**src/hdl/mflw_pkg.sv**
```systemverilog
`timescale 1ns / 1ps
`default_nettype none

package mflw_pkg;

   localparam int MaxWidth  = 1024;
   localparam int MaxHeight = 1024;
   localparam int MaxWindow = 7;

   localparam int DimW   = 11;
   localparam int ColW   = $clog2(MaxWidth);
   localparam int RowW   = $clog2(MaxHeight);
   localparam int SlotW  = $clog2(MaxWindow);
   localparam int SizeW  = 3;
   localparam int CntW   = ColW + RowW + 1;
   localparam int PixW   = 24;
   localparam int Depth  = MaxWindow * MaxWidth;
   localparam int AddrW  = SlotW + ColW;
   localparam int CellN  = MaxWindow * MaxWindow;

   typedef enum logic [1:0] {
      CSR_FRAME_WIDTH  = 2'd0,
      CSR_FRAME_HEIGHT = 2'd1,
      CSR_WINDOW_SIZE  = 2'd2
   } csr_index_type;

   typedef struct packed {
      logic       func;
      logic [7:0] luma_in;
      logic [7:0] cb_in;
      logic [7:0] cr_in;
   } req_type;

   typedef struct packed {
      logic [7:0] luma_out;
      logic [7:0] cb_out;
      logic [7:0] cr_out;
      logic       frame_end;
   } rsp_type;

   typedef struct packed {
      logic take;
      logic center;
      logic gather;
      logic finish;
   } dp_cmd_type;

   typedef struct packed {
      logic emit_now;
      logic interior;
      logic gather_last;
      logic rsp_free;
   } dp_stat_type;

endpackage

`default_nettype wire

```
**src/hdl/mflw_ctrl.sv**
```systemverilog
`timescale 1ns / 1ps
`default_nettype none

module mflw_ctrl (
   input  wire logic                 clock,
   input  wire logic                 reset,
   input  wire logic                 req_valid,
   output logic                      req_ready,
   input  wire mflw_pkg::dp_stat_type stat,
   output mflw_pkg::dp_cmd_type      cmd
);

   import mflw_pkg::*;

   typedef enum logic [2:0] {
      S_IDLE,
      S_CENTER,
      S_GATHER,
      S_DRAIN,
      S_FINISH
   } state_type;

   state_type state_ff;

   always_ff @(posedge clock) begin
      if (reset) begin
         state_ff <= S_IDLE;
      end else begin
         case (state_ff)
            S_IDLE: begin
               if (req_valid && stat.emit_now) state_ff <= S_CENTER;
            end
            S_CENTER: state_ff <= stat.interior ? S_GATHER : S_DRAIN;
            S_GATHER: begin
               if (stat.gather_last) state_ff <= S_DRAIN;
            end
            S_DRAIN:  state_ff <= S_FINISH;
            S_FINISH: begin
               if (stat.rsp_free) state_ff <= S_IDLE;
            end
            default:  state_ff <= S_IDLE;
         endcase
      end
   end

   always_comb begin
      req_ready  = (state_ff == S_IDLE);
      cmd.take   = req_valid && (state_ff == S_IDLE);
      cmd.center = (state_ff == S_CENTER);
      cmd.gather = (state_ff == S_GATHER);
      cmd.finish = (state_ff == S_FINISH) && stat.rsp_free;
   end

endmodule

`default_nettype wire

```
**config.mk**
```make
export PLATFORM = sky130hd
export DESIGN_NAME = mflw_ctrl
export DESIGN_NICKNAME = d
export VERILOG_FILES = /design/src/hdl/mflw_pkg.sv /design/src/hdl/mflw_ctrl.sv
export SDC_FILE = /design/constraint.sdc
export NUM_CORES = 1
export LEC_CHECK = 0
export BUFFER_PORTS_ARGS = -buffer_cell sky130_fd_sc_hd__buf_4
export CAP_MARGIN = 20
export CORE_AREA = 2 2 39 41
export DETAILED_ROUTE_END_ITERATION = 8
export DIE_AREA = 0 0 41 43
export SYNTH_ARGS = -nofsm -noshare
export SYNTH_HDL_FRONTEND = slang
export SYNTH_SLANG_ARGS = --single-unit
```
**constraint.sdc**
```tcl
create_clock -name clock -period 2.2 [get_ports clock]
set_input_delay 0.22 -clock clock [delete_from_list [all_inputs] [get_ports clock]]
set_output_delay 0.22 -clock clock [all_outputs]
set_load 0.05 [all_outputs]
```
==> flow_summary.yaml <==
place:
  gp_congestion: 0.647
  io_buffers: 11
worst_setup_path:
  critical_path_arrival_ps: 1210
  required_ps: 1980
  cp_slowest_cell: "dfxtp_1"
  r2r_start: "state_ff[2]$_SDFFE_PP0P_"
  reg2reg_to: "state_ff[2]$_SDFFE_PP0P_"
  crit_fanout: 10
  cp-startpoint: "state_ff[0]$_SDFFE_PP0P_"
  reg2reg_slack_ps: 1050
  r2r_cells: 2
  path_cells: "nor3b_1 -> buf_4"
  criticalPathCategory: "reg -> out"
  crit_path_end: "cmd[2]"
  critPathLaunchType: "flip-flop"
  max_stage_delay_ps: 500
  cp-end-kind: "primary output"
synthesis:
  yosys_warnings: 0
  synthMuxAreaShare: 0
  synth_xor_area_frac: 0.0461
  yosys.area_share.simple: 0.303
  yosys-top-cells-area: "dfxtp_1 32%, buf_6 12%, nor3_1 7.9%"
  netlist_area_sq_um: 190
  syn_nets: 28
  synth_edf_count: 0
  avgSynthCellArea_sq_um: 9.06
  synth_compound_area_frac: 0.191
  ys_seq_area_frac: 0.316
  synth.top_cell.area_share: 0.316
  synth_adder_area_share: 0
  async_flop_share: 0
  synth_cell_type_count: 14
  synth_top_family_by_area: "simple AND/OR/NAND/NOR gates"
  synthCells: 21
  synthFlopType: "dfxtp_1"
  ys_ff_latch: 3
  synth_largest_area_cell: "dfxtp_1"
die:
  core_region_area_sq_um: 1380
  row_count: 14
  boundaryPins: 12
  dieHeight_um: 43
  die_area_sq_um: 1760
  die_x_um: 41
  start_util: 0.137
global_routing:
  grt_pass1_wl_um: 759
  antenna_found_initial: 0
  overflow: 0
  grt_max_degree: 11
  grtUsageTotal: 0.0722
  grt_pass1_vias: 177
cells_and_area:
  fin_nets: 41
  ff_latch_area_sq_um: 60.1
  top_register: "state_ff"
  diodes: 0
  fillers: 156
  areaGrowthSynthToFinish_pct: 55.9
  multi_input_area_sq_um: 108
  postLayoutCoreUtil: 0.214
  reg.largest.list: "state_ff x3"
  largest_register_ffs: 3
  drive_gt1_frac: 0.455
clock_tree:
  htree_levels: 1
  cts_resized: 0
  numCtsBuffers: 3
  clkSinkCount: 3
  post_cts_buffers: 0
  cts_tree: "built"
  path_clk_slew_ps: 40
  cts_buffer_depth: 2
  cts_root_buf: "clkbuf_4"
  clock_latency_ps: 230
  postCtsHoldBufs: 0
hold_path:
  holdCritPathClass: "in -> reg"
  holdCritStartpoint: "reset"
sta:
  rsz0062_at_grt: "false"
  hold_viol: 0
  skew_ps: 3.37
  post-route-min-period_ps: 1430
  slew-limit-headroom: 0.786
  slew_violations: 0
  post-route-period-util: 0.650
  max_freq_mhz: 700
  tightest_slew_ps: 320
  tns_ps: 0
  setup_violations: 0
drt:
  vias: 197
  ant_nets: 0
  wl_um: 461
  vias_per_cell: 4.02
  wl_per_cell_um: 9.41
  drtIter0Drc: 3
  drt_pass1_iterations: 4
  drc: 0
power_and_ir_drop:
  power_density_nw_per_um2: 1220
  ir_worst_vdd_v: 0.000377
  leakagePower_uw: 0.000122
run_status:
  status: "finished, final reports clean"
flow_run:
  drv_cap: 0
-- kinds of logic (layout without fill, tap and decap cells) --
| kind of cell | after synthesis | after routing |
|---|---|---|
| AO/OA/AOI/OAI | 5 | 5 |
| XOR/XNOR | 1 | 1 |
| buffers and inverters | 3 | 15 |
| flip-flops | 3 | 3 |
| AND/OR/NAND/NOR | 9 | 9 |
-- per-layer routing --
layer  track usage  vias up  wire length (um)
li1              -       99                 -
met1        0.0929       84               219
met2        0.0688       12               170
met3        0.0628        2                56
met4        0.0600        0                14
met5             0        -                 0
-- report_power, final --
part | leakage, uW | internal, uW | switching [uW] | total, uW
sequential | 0.0000246 | 65.5 | 26.8 | 92.2
clock | 0.0000150 | 68.1 | 30.8 | 98.9
combinational | 0.0000825 | 63.3 | 107 | 171
-- critical path: cells and delay by family (launching register included) --
kind                   cells  cell delay, ps
flip-flops                 1             500
AND/OR/NAND/NOR            1             240
buffers and inverters      1             230
-- through the flow --
| step | hold WS (ps) | std cells | worst slack, ps | total power, uW | cell area, sq um |
|---|---|---|---|---|---|
| after floorplan | 289 | 21 | 336 | 233 | 195 |
| after CTS | 151 | 49 | 761 | 368 | 297 |
| after global routing | 164 | 49 | 659 | 387 | 297 |
| after detailed placement | 403 | 45 | 1020 | 264 | 270 |
| after global placement | 403 | 45 | 1030 | 263 | 270 |
| final | 158 | 49 | 771 | 362 | 297 |
-- how the worst min path moves through the flow --
| stage | endpoint | depth (start not counted) |
|---|---|---|
| floorplan | state_ff[2]$_SDFFE_PP0P_ | 1 |
| global placement | state_ff[2]$_SDFFE_PP0P_ | 2 |
| detailed placement | state_ff[2]$_SDFFE_PP0P_ | 2 |
| CTS | state_ff[2]$_SDFFE_PP0P_ | 2 |
| global route | state_ff[2]$_SDFFE_PP0P_ | 2 |
| finish | state_ff[2]$_SDFFE_PP0P_ | 2 |
-- layout by cell type, fill, tap and decap left out --
cell | Yosys | routed
and2_1 | 1 | 1
dfxtp_1 | 3 | 3
nor3_1 | 3 | 2
or4b_1 | 1 | 1
nand3b_1 | 1 | 1
clkbuf_4 | 0 | 3
o21bai_1 | 1 | 1
nor3_2 | 0 | 1
buf_4 | 0 | 11
a211oi_1 | 2 | 2
xnor2_1 | 1 | 1
nand2_1 | 1 | 1
nor3b_1 | 2 | 2
a21oi_1 | 1 | 1
clkbuf_1 | 0 | 1
a211o_1 | 1 | 1
-- synth_stat cells (2+ instances only) --
master    count
a211oi_1      2
buf_6         2
dfxtp_1       3
nor3_1        3
nor3b_1       2
-- layout make-up --
cell class / count / area share
Timing Repair Buffer: 11 / 0.278
Clock buffer: 4 / 0.0886
Multi-Input combinational cell: 15 / 0.363
Tap cell: 16 / 0.0675
Sequential cell: 3 / 0.203
No activity file was read; power rests on OpenSTA's default activity.
